### config.mk
export PLATFORM = sky130hd
export DESIGN_NAME = key_hash_fnv1a_fmix64
export DESIGN_NICKNAME = d
export VERILOG_FILES = /design/src/rtl/core/khf_pkg.sv /design/src/rtl/core/khf_front.sv /design/src/rtl/core/khf_queue.sv /design/src/rtl/core/khf_back.sv /design/src/rtl/core/key_hash_fnv1a_fmix64.sv
export SDC_FILE = /design/constraint.sdc
export NUM_CORES = 2
export LEC_CHECK = 0
export BUFFER_PORTS_ARGS = -buffer_cell sky130_fd_sc_hd__buf_2
export CAP_MARGIN = 15
export CORE_UTILIZATION = 45
export DETAILED_ROUTE_END_ITERATION = 8
export SLEW_MARGIN = 30
export SYNTH_ARGS = -nofsm -noshare
export SYNTH_HDL_FRONTEND = slang
export SYNTH_SLANG_ARGS = --single-unit
### constraint.sdc
create_clock -name clk -period 11.55 [get_ports clk]
set_clock_uncertainty 0.05 [all_clocks]
set_input_delay 1.155 -clock clk [delete_from_list [all_inputs] [get_ports clk]]
set_output_delay 1.155 -clock clk [all_outputs]
set_load 0.1 [all_outputs]
### src/rtl/core/khf_pkg.sv
// Package for the key hasher: hash constants, queue sizing and shared types.
package khf_pkg;

  localparam logic [63:0] FNV_BASIS = 64'hcbf29ce484222325;
  localparam logic [63:0] MIX_C1    = 64'hff51afd7ed558ccd;
  localparam logic [63:0] MIX_C2    = 64'hc4ceb9fe1a85ec53;
  localparam int unsigned LEN_SHIFT = 56;
  localparam int unsigned MIX_SHIFT = 33;

  localparam int unsigned QDEPTH = 4;
  localparam int unsigned QAW    = $clog2(QDEPTH);
  localparam int unsigned QCW    = QAW + 1;

  typedef logic [63:0] word64_t;

  typedef struct packed {
    logic empty;
    logic full;
  } khf_qstat_t;

  // Low 64 bits of x * 0x100000001b3 as shifts and adds.
  function automatic word64_t fnv_mul(input word64_t x);
    word64_t s0;
    word64_t s1;
    word64_t s2;
    begin
      s0 = x + (x << 1);
      s1 = (x << 4) + (x << 5);
      s2 = (x << 7) + (x << 8);
      fnv_mul = (s0 + s1) + (s2 + (x << 40));
    end
  endfunction

  function automatic word64_t xor_shr(input word64_t x);
    xor_shr = x ^ (x >> MIX_SHIFT);
  endfunction

endpackage

### src/rtl/core/khf_front.sv
// Front end: per-byte FNV-1a step, short key packing, length count, pre-mix word.
module khf_front (
  input  logic               clk,
  input  logic               rst_n,
  input  logic               in_valid,
  output logic               in_stall,
  input  logic [7:0]         in_key_byte,
  input  logic               in_last_byte,
  input  khf_pkg::khf_qstat_t q_stat,
  output logic               push,
  output khf_pkg::word64_t   push_data
);
  import khf_pkg::*;

  word64_t    fnv_r, fnv_nxt;
  word64_t    packed_r, packed_nxt;
  logic [7:0] len_r, len_nxt;
  logic       longer_r, longer_nxt;

  logic       accept;
  word64_t    fnv_step;
  word64_t    packed_step;
  logic [7:0] len_step;
  logic       longer_step;
  word64_t    sel;

  assign in_stall = q_stat.full;
  assign accept   = in_valid && !in_stall;

  always_comb begin
    fnv_step    = fnv_mul(fnv_r ^ {56'b0, in_key_byte});
    len_step    = len_r + 8'd1;
    longer_step = longer_r || (len_r >= 8'd8);
    packed_step = packed_r;
    if (!longer_r && len_r < 8'd8) begin
      packed_step = packed_r | ({56'b0, in_key_byte} << {len_r[2:0], 3'b000});
    end
    sel       = longer_step ? fnv_step : packed_step;
    push_data = sel ^ ({56'b0, len_step} << LEN_SHIFT);
    push      = accept && in_last_byte;

    fnv_nxt    = fnv_r;
    packed_nxt = packed_r;
    len_nxt    = len_r;
    longer_nxt = longer_r;
    if (accept) begin
      if (in_last_byte) begin
        fnv_nxt    = FNV_BASIS;
        packed_nxt = '0;
        len_nxt    = '0;
        longer_nxt = 1'b0;
      end else begin
        fnv_nxt    = fnv_step;
        packed_nxt = packed_step;
        len_nxt    = len_step;
        longer_nxt = longer_step;
      end
    end
  end

  always_ff @(posedge clk) begin
    if (!rst_n) begin
      fnv_r    <= FNV_BASIS;
      packed_r <= '0;
      len_r    <= '0;
      longer_r <= 1'b0;
    end else begin
      fnv_r    <= fnv_nxt;
      packed_r <= packed_nxt;
      len_r    <= len_nxt;
      longer_r <= longer_nxt;
    end
  end

endmodule

### src/rtl/core/khf_queue.sv
// Short queue of pre-mix words between the front end and the finalizer.
module khf_queue (
  input  logic                clk,
  input  logic                rst_n,
  input  logic                push,
  input  khf_pkg::word64_t    push_data,
  input  logic                pop,
  output khf_pkg::word64_t    pop_data,
  output khf_pkg::khf_qstat_t q_stat
);
  import khf_pkg::*;

  word64_t        mem_r [QDEPTH];
  logic [QAW-1:0] wr_ptr_r, wr_ptr_nxt;
  logic [QAW-1:0] rd_ptr_r, rd_ptr_nxt;
  logic [QCW-1:0] count_r, count_nxt;

  assign q_stat.empty = (count_r == '0);
  assign q_stat.full  = (count_r == QCW'(QDEPTH));
  assign pop_data     = mem_r[rd_ptr_r];

  always_comb begin
    wr_ptr_nxt = push ? wr_ptr_r + 1'b1 : wr_ptr_r;
    rd_ptr_nxt = pop ? rd_ptr_r + 1'b1 : rd_ptr_r;
    count_nxt  = count_r;
    if (push && !pop) begin
      count_nxt = count_r + 1'b1;
    end else if (pop && !push) begin
      count_nxt = count_r - 1'b1;
    end
  end

  always_ff @(posedge clk) begin
    if (push) begin
      mem_r[wr_ptr_r] <= push_data;
    end
  end

  always_ff @(posedge clk) begin
    if (!rst_n) begin
      wr_ptr_r <= '0;
      rd_ptr_r <= '0;
      count_r  <= '0;
    end else begin
      wr_ptr_r <= wr_ptr_nxt;
      rd_ptr_r <= rd_ptr_nxt;
      count_r  <= count_nxt;
    end
  end

  a_no_overflow: assert property (@(posedge clk) disable iff (!rst_n)
    push |-> !q_stat.full || pop)
    else $error("queue push while full");

  a_no_underflow: assert property (@(posedge clk) disable iff (!rst_n)
    pop |-> !q_stat.empty)
    else $error("queue pop while empty");

  a_count_range: assert property (@(posedge clk) disable iff (!rst_n)
    count_r <= QCW'(QDEPTH))
    else $error("queue count out of range");

endmodule

### src/rtl/core/khf_back.sv
// Back end: fmix64 finalizer on one shared 32x32 multiplier, with output register.
module khf_back (
  input  logic                clk,
  input  logic                rst_n,
  input  khf_pkg::khf_qstat_t q_stat,
  input  khf_pkg::word64_t    pop_data,
  output logic                pop,
  output logic                out_valid,
  input  logic                out_stall,
  output logic [63:0]         out_hash_value
);
  import khf_pkg::*;

  typedef enum logic {ST_IDLE, ST_MUL} state_t;

  state_t      state_r, state_nxt;
  logic [1:0]  cnt_r, cnt_nxt;
  logic        second_r, second_nxt;
  word64_t     h_r, h_nxt;
  word64_t     acc_r, acc_nxt;
  logic        out_valid_r, out_valid_nxt;
  word64_t     out_hash_r, out_hash_nxt;

  logic [31:0] mul_a;
  logic [31:0] mul_b;
  logic [63:0] prod;
  word64_t     mconst;
  word64_t     res;
  word64_t     fin;
  logic        can_emit;

  assign out_valid      = out_valid_r;
  assign out_hash_value = out_hash_r;
  assign can_emit       = !out_valid_r || !out_stall;
  assign pop            = (state_r == ST_IDLE) && !q_stat.empty;

  // low 64 bits of h * c: lo*lo, then the two cross terms into the upper half
  always_comb begin
    mconst = second_r ? MIX_C2 : MIX_C1;
    case (cnt_r)
      2'd0:    begin mul_a = h_r[31:0];  mul_b = mconst[31:0];  end
      2'd1:    begin mul_a = h_r[31:0];  mul_b = mconst[63:32]; end
      default: begin mul_a = h_r[63:32]; mul_b = mconst[31:0];  end
    endcase
    prod = mul_a * mul_b;
    res  = acc_r + {prod[31:0], 32'b0};
    fin  = xor_shr(res);
  end

  always_comb begin
    state_nxt     = state_r;
    cnt_nxt       = cnt_r;
    second_nxt    = second_r;
    h_nxt         = h_r;
    acc_nxt       = acc_r;
    out_valid_nxt = out_valid_r && out_stall;
    out_hash_nxt  = out_hash_r;
    unique case (state_r)
      ST_IDLE: begin
        if (pop) begin
          h_nxt      = xor_shr(pop_data);
          cnt_nxt    = 2'd0;
          second_nxt = 1'b0;
          state_nxt  = ST_MUL;
        end
      end
      ST_MUL: begin
        if (cnt_r == 2'd0) begin
          acc_nxt = prod;
          cnt_nxt = 2'd1;
        end else if (cnt_r == 2'd1) begin
          acc_nxt = res;
          cnt_nxt = 2'd2;
        end else if (!second_r) begin
          h_nxt      = fin;
          second_nxt = 1'b1;
          cnt_nxt    = 2'd0;
        end else if (can_emit) begin
          out_valid_nxt = 1'b1;
          out_hash_nxt  = fin;
          state_nxt     = ST_IDLE;
        end
      end
      default: state_nxt = ST_IDLE;
    endcase
  end

  always_ff @(posedge clk) begin
    if (!rst_n) begin
      state_r     <= ST_IDLE;
      cnt_r       <= 2'd0;
      second_r    <= 1'b0;
      out_valid_r <= 1'b0;
    end else begin
      state_r     <= state_nxt;
      cnt_r       <= cnt_nxt;
      second_r    <= second_nxt;
      out_valid_r <= out_valid_nxt;
    end
    h_r        <= h_nxt;
    acc_r      <= acc_nxt;
    out_hash_r <= out_hash_nxt;
  end

  a_cnt_range: assert property (@(posedge clk) disable iff (!rst_n)
    state_r == ST_MUL |-> cnt_r != 2'd3)
    else $error("multiply step counter out of range");

  a_emit_after_second: assert property (@(posedge clk) disable iff (!rst_n)
    $rose(out_valid_r) |-> $past(state_r) == ST_MUL && $past(second_r))
    else $error("hash emitted before second multiply finished");

  a_start_on_pop: assert property (@(posedge clk) disable iff (!rst_n)
    state_r == ST_IDLE && !q_stat.empty |=> state_r == ST_MUL && cnt_r == 2'd0)
    else $error("finalizer did not start on queued word");

endmodule

### src/rtl/core/key_hash_fnv1a_fmix64.sv
// Top level of the streaming key hasher: front end, word queue and finalizer.
// Key bytes enter one per cycle on in_ while the queue has room; the front end keeps an
// FNV-1a accumulator, a packing of the first eight bytes and the length, and on the last
// byte pushes the pre-mix word into a four-entry queue. The finalizer runs fmix64 on one
// shared 32x32 multiplier: a load step, then each 64-bit multiply as the lo*lo product
// and the two cross terms. It takes the next queued word only once it is back in idle,
// while the front end keeps taking bytes as long as the queue has room. The hash is
// registered on out_ and held while out_stall is high. No clearing pass follows reset.
module key_hash_fnv1a_fmix64 (
  input  logic        clk,
  input  logic        rst_n,
  input  logic        in_valid,
  output logic        in_stall,
  input  logic [7:0]  in_key_byte,
  input  logic        in_last_byte,
  output logic        out_valid,
  input  logic        out_stall,
  output logic [63:0] out_hash_value
);
  import khf_pkg::*;

  khf_qstat_t q_stat;
  logic       push;
  word64_t    push_data;
  logic       pop;
  word64_t    pop_data;

  khf_front u_front (
    .clk          (clk),
    .rst_n        (rst_n),
    .in_valid     (in_valid),
    .in_stall     (in_stall),
    .in_key_byte  (in_key_byte),
    .in_last_byte (in_last_byte),
    .q_stat       (q_stat),
    .push         (push),
    .push_data    (push_data)
  );

  khf_queue u_queue (
    .clk       (clk),
    .rst_n     (rst_n),
    .push      (push),
    .push_data (push_data),
    .pop       (pop),
    .pop_data  (pop_data),
    .q_stat    (q_stat)
  );

  khf_back u_back (
    .clk            (clk),
    .rst_n          (rst_n),
    .q_stat         (q_stat),
    .pop_data       (pop_data),
    .pop            (pop),
    .out_valid      (out_valid),
    .out_stall      (out_stall),
    .out_hash_value (out_hash_value)
  );

endmodule
Yosys cells after proc, flatten, opt, wreduce, memory -nomap -nowiden:

Memories as Yosys holds them, arrays and structs flattened. A register that Yosys moved wholly into a read port is not among the register bits.
Cells that the tools add are included.

* mux-type cells: 42
* add/subtract/negate cells: 12
* reductions and logical operators: 26
* equal/unequal tests: 7
* $lt $le $gt $ge: 2
* shift-type cells: 1
* bitwise gates (word level): 8
* $mul: 1

Operator list (number)
* 64-bit two-way mux: 10
* 64-bit adder: 7
* 64-bit case mux with 2 select lines: 1
* 64-bit by 31-bit bitwise XOR with 64-bit output: 2
* 32-bit by 32-bit multiplier with 64-bit output: 1
* 32-bit two-way mux: 2
* 64-bit bitwise OR: 1
* 8-bit by 6-bit left shift with 64-bit output: 1
* 64-bit bitwise XOR: 1
* 64-bit by 8-bit bitwise XOR with 64-bit output: 1
* 62-bit two-way mux: 1
* 1-bit two-way mux: 16
* 2-bit two-way mux: 6
* 8-bit by 1-bit adder with 8-bit output, second input constant: 1
* 8-bit by 4-bit greater-or-equal comparator with 1-bit output, second input constant: 1
* 8-bit by 4-bit < comparator with 1-bit output, second input constant: 1
* 8-bit two-way mux: 1
* 2-bit inequality test, second input constant: 4
* 1-bit logical AND: 7
* 1-bit zero test: 7
* 3-bit two-way mux: 2
* 5-bit AND reduction: 1
* 2-bit by 1-bit adder with 2-bit output, second input constant: 2
* 4-bit inequality test, second input constant: 1
* other kinds (15): 21

* RAM bits: 256
* memories kept: 1
* register bits after elaboration: 341
* input port bits: 13

Memory list
* u_queue.mem_r: words 4, bits a word 64, rd ports 1, clocked after memory_dff 1, write ports 1, RTL line khf_queue.sv:13 `word64_t mem_r [QDEPTH];`

Logic depth before layout (Yosys ltp):

* word-level depth: 10
* gate-level depth with buffers: 41
* mapped depth without buffers: 39

Cells and area by module:

Synthesis repeated with hierarchy kept, for this count alone.

* cells, all modules: 6110
* area total of the unflattened synthesis: 65313.9 um2

By module, submodules not included
* khf_back: times used 1, cells an instance 3785, seq. area each 5865.6 um2, area an instance 38966.1 um2
* khf_front: times used 1, cells an instance 1948, seq. area each 2742.6 um2, area an instance 16592.2 um2
* khf_queue: times used 1, cells an instance 377, seq. area each 7867.5 um2, area an instance 9755.6 um2

Worst setup path after synthesis:

Ideal clock, no wire load.

* path kind: flip-flop to flip-flop
* from: reg u_back.cnt_r[1]
* to: reg u_back.h_r[30] (data pin)
* cell stages (with the launch flop): 41
* data arrival time: 9978 ps
* setup slack: 1262 ps
* period minus slack after synthesis: 10288 ps
* path buffers: 4
* cells stage by stage: dfxtp_1 clkbuf_1 buf_1 clkbuf_1 mux2i_1 inv_1 nand2_1 inv_1 fa_1 inv_1 fa_1 inv_1 fa_1 inv_1 fa_1 inv_1 fa_1 inv_1 [5 not listed] clkbuf_1 a21oi_1 o21ai_0 a31o_2 nand2_1 nand2_1 a21boi_0 xnor2_1 ha_1 and3_1 and3_1 a41oi_1 o21ai_1 a211o_1 a21oi_1 xor3_1 xor2_1 mux2_2

* longest elaborated chain between the ends: 10

Ends and longest elaborated chain
* start, declared: RTL line khf_back.sv:17 `logic [1:0] cnt_r, cnt_nxt;`
* start signal, assigned: RTL line khf_back.sv:96 `cnt_r <= cnt_nxt;`
* 2-bit by 1-bit equality test with 1-bit output / 2-bit zero test (equally long branches): RTL line khf_back.sv:40 `case (cnt_r)`
* 2-bit OR reduction (no source line)
* 32-bit two-way mux: RTL line khf_back.sv:40
* 32-bit by 32-bit multiplier with 64-bit output (*): RTL line khf_back.sv:45 `prod = mul_a * mul_b;`
* 64-bit adder (*): RTL line khf_back.sv:46 `res = acc_r + {prod[31:0], 32'b0};`
* 64-bit by 31-bit bitwise XOR with 64-bit output (*): RTL line khf_pkg.sv:35 `xor_shr = x ^ (x >> MIX_SHIFT);`
* named net u_back.fin[30]: RTL line khf_back.sv:29 `word64_t fin;`
* 64-bit two-way mux (*): RTL line khf_back.sv:74 `end else if (!second_r) begin`
* 64-bit two-way mux (*): RTL line khf_back.sv:71 `end else if (cnt_r == 2'd1) begin`
* 64-bit two-way mux (*): RTL line khf_back.sv:68 `if (cnt_r == 2'd0) begin`
* 64-bit case mux with 2 select lines (*): RTL line khf_back.sv:58 `unique case (state_r)`
* named net u_back.h_nxt[30]: RTL line khf_back.sv:19 `word64_t h_r, h_nxt;`
* end signal, assigned: RTL line khf_back.sv:100 `h_r <= h_nxt;`
* end, declared: RTL line khf_back.sv:19

The timed path passes the listed nets; every way through them passes the cells marked *. The select of a mux whose other input is x is not followed.
A chain may end at the register's enable or synchronous reset.

Final worst setup path:

Ends and elaborated chain as after synthesis.

==> impl_metrics.json <==
{
  "status": "completed",
  "max_stage_delay_ns": 0.70,
  "setup_tns_ns": 0,
  "post_drt_via_cell_ratio": 5.455,
  "r2r_end": "u_back.h_r[30]",
  "r2r_cells": 32,
  "syn2layout_area_growth_pct": 8.169,
  "portBuffers": 78,
  "slew_viol_final": 0,
  "r2r-start": "u_back.cnt_r[1]",
  "cap_violations": 0,
  "die_y_um": 380.1,
  "synthDistinctLibCells": 88,
  "htreeDepth": 3,
  "path_common_cell": "fa_1",
  "clock_latency_ns": 0.68,
  "cts_tree": "yes",
  "ys_seq_area_frac": 0.2562,
  "clockRootBuffer": "clkbuf_16",
  "finalHoldViolations": 0,
  "synthArstFlopShare": 0,
  "relSlewSlack": 0.3415,
  "cts_buffers": 70,
  "critPathBufInv": 5,
  "post_cts_buffers": 0,
  "cts_sinks": 599,
  "drive_gt1_frac": 0.07806,
  "vias": 43170,
  "final_cell_mix": "inv_1, fa_1, edfxtp_1",
  "wirelength_um": 211300,
  "synth_top_flop_cell": "edfxtp_1",
  "hold_path_startpoint": "u_front.fnv_r[3]",
  "dpl.hpwl_um": 179700,
  "wl_per_cell_um": 26.70,
  "ys_seq_elements": 599,
  "critPathRequiredTime_ns": 11.92,
  "tightestPinTransition_ns": 0.9806,
  "clk_path_buf_depth": 3,
  "synthesis.area_sq_um": 64320,
  "timing.final.crit_period_ns": 11.01,
  "post_cts_resized": 0,
  "avgSynthCellArea_sq_um": 10.88,
  "route.detailed.drc": 0,
  "antenna_found_initial": 9,
  "finalSetupViolCount": 0,
  "die_area_sq_um": 144400,
  "drtIter0Drc": 3663,
  "rsz0062_at_grt": "false",
  "grt_pass1_vias": 46150,
  "layout_commonest_cell": "inv_1",
  "slowest_stage": "mux2i_2",
  "hold-worst-slack_ns": 0.4158,
  "start_util": 0.4537,
  "gp_congestion": 1.007,
  "clock.fmax_ghz": 0.09080,
  "fin_nets": 7533,
  "grt_max_degree": 80,
  "grt_pass1_wl_um": 313400,
  "io_pins": 79,
  "gr-usage-all-layers": 0.2993,
  "syn-num-nets": 7482,
  "fin_crit_sh": 0.9536,
  "crit_path_end_kind": "flip-flop",
  "clk_pin_slew_worst_paths_ns": 0.06,
  "drtPass1Iterations": 8,
  "min_to": "u_front.fnv_r[3]",
  "postCtsHoldBufs": 0,
  "ys_warn_count": 0,
  "gr-total-overflow": 0,
  "synth_edf_count": 448,
  "cp_max_fo": 15,
  "rows": 138,
  "critPathArrivalTime_ns": 11.38,
  "die_w_um": 380.1,
  "core_area_sq_um": 141800,
  "startpoint_type": "flip-flop",
  "criticalPathCategory": "flip-flop to flip-flop",
  "ant_nets": 0,
  "syn_inst": 5913,
  "reg2reg_slack_ns": 0.54,
  "hold_depth": 2,
  "crit_family": "adder cells",
  "worst_hold_path_type": "flip-flop to flip-flop"
}
[final cells by class]
cell class              count  area [sq um]
clock buffers              96          1919
fillers                 12960         72190
inverters                1310          4917
multi-input cells        3814         42350
repair buffers            169          1101
clock inverters            33         426.7
diodes                      2         5.005
flip-flops and latches    599         16490
well taps                1890          2365
[metal layers]
layer	vias up	wire length (um)	global-route usage
li1	18980	-	-
met1	22340	87560	0.3994
met2	1562	98820	0.4828
met3	282	16820	0.06568
met4	4	8089	0.1014
met5	-	21	0
[metrics by stage]
stage / setup slack (ns) / cell area (sq um) / cells / utilization
after floorplan: 1.262 / 64320 / 5913 / -
after global placement: 0.3173 / 67140 / 7781 / 0.4736
after detailed placement: 0.6255 / 67190 / 7782 / 0.4740
after CTS: 0.5643 / 69540 / 7911 / 0.4905
after global routing: 0.03851 / 69560 / 7911 / 0.4907
final: 0.5363 / 69570 / 7913 / 0.4908
[worst max-delay path by stage]
| stage | start | to | slack [ns] | cells after the start |
|---|---|---|---|---|
| floorplan | u_back.cnt_r[1] | u_back.h_r[30] | 1.26 | 40 |
| global route | u_back.cnt_r[1] | u_back.h_r[30] | 0.04 | 32 |
| detailed placement | u_back.cnt_r[1] | u_back.h_r[30] | 0.63 | 31 |
| global placement | u_back.cnt_r[1] | u_back.h_r[30] | 0.32 | 32 |
| finish | u_back.cnt_r[1] | u_back.h_r[30] | 0.54 | 32 |
| CTS | u_back.cnt_r[1] | u_back.h_r[30] | 0.56 | 31 |
[cells in the mapped netlist, types with 36 or more instances]
cell / instances / area (sq um)
fa_1: 1114 / 22300
nand2_1: 358 / 1344
mux2_2: 73 / 822.0
dfxtp_1: 151 / 3023
and2_1: 64 / 400.4
o21ai_0: 140 / 700.7
xnor2_1: 112 / 980.9
edfxtp_1: 448 / 13450
mux4_2: 64 / 1441
a21o_1: 90 / 675.7
and3_1: 36 / 225.2
nand3_1: 43 / 215.2
nor2_1: 369 / 1385
clkbuf_1: 166 / 623.1
a211oi_1: 41 / 307.8
ha_1: 442 / 5530
inv_1: 1305 / 4898
a21oi_1: 314 / 1572
xor2_1: 132 / 1156
[flip-flops by register name, indices dropped and copies added (netlist names), 3 cells and up, named ones only]
signal and count:
u_front.fnv_r 64, u_back.acc_r 64, u_front.packed_r 64, u_queue.count_r 3, u_back.h_r 64, u_queue.mem_r 256
u_front.len_r 8, u_back.out_hash_value 64
[tightest hold or removal path, delay by kind of cell (launching register included)]
kind,cells,cell delay [ns]
DFF,1,0.31
and+or+nand+nor,1,0.05
AOI/OAI and AO/OA,1,0.05
[cells by family after synthesis]
family,after synthesis,share of synthesized area
buffers and inverters,1500,0.08770
and+or+nand+nor,1033,0.07136
DFF,599,0.2562
other,1,0.00005831
adders and majority gates,1556,0.4327
xor gates and xnor gates,247,0.03410
muxes,170,0.04035
AOI/OAI and AO/OA,807,0.07753
Power is left out: the tool's default activity adds up to more than one toggle a clock period on the data nets, which glitch-free logic cannot reach.
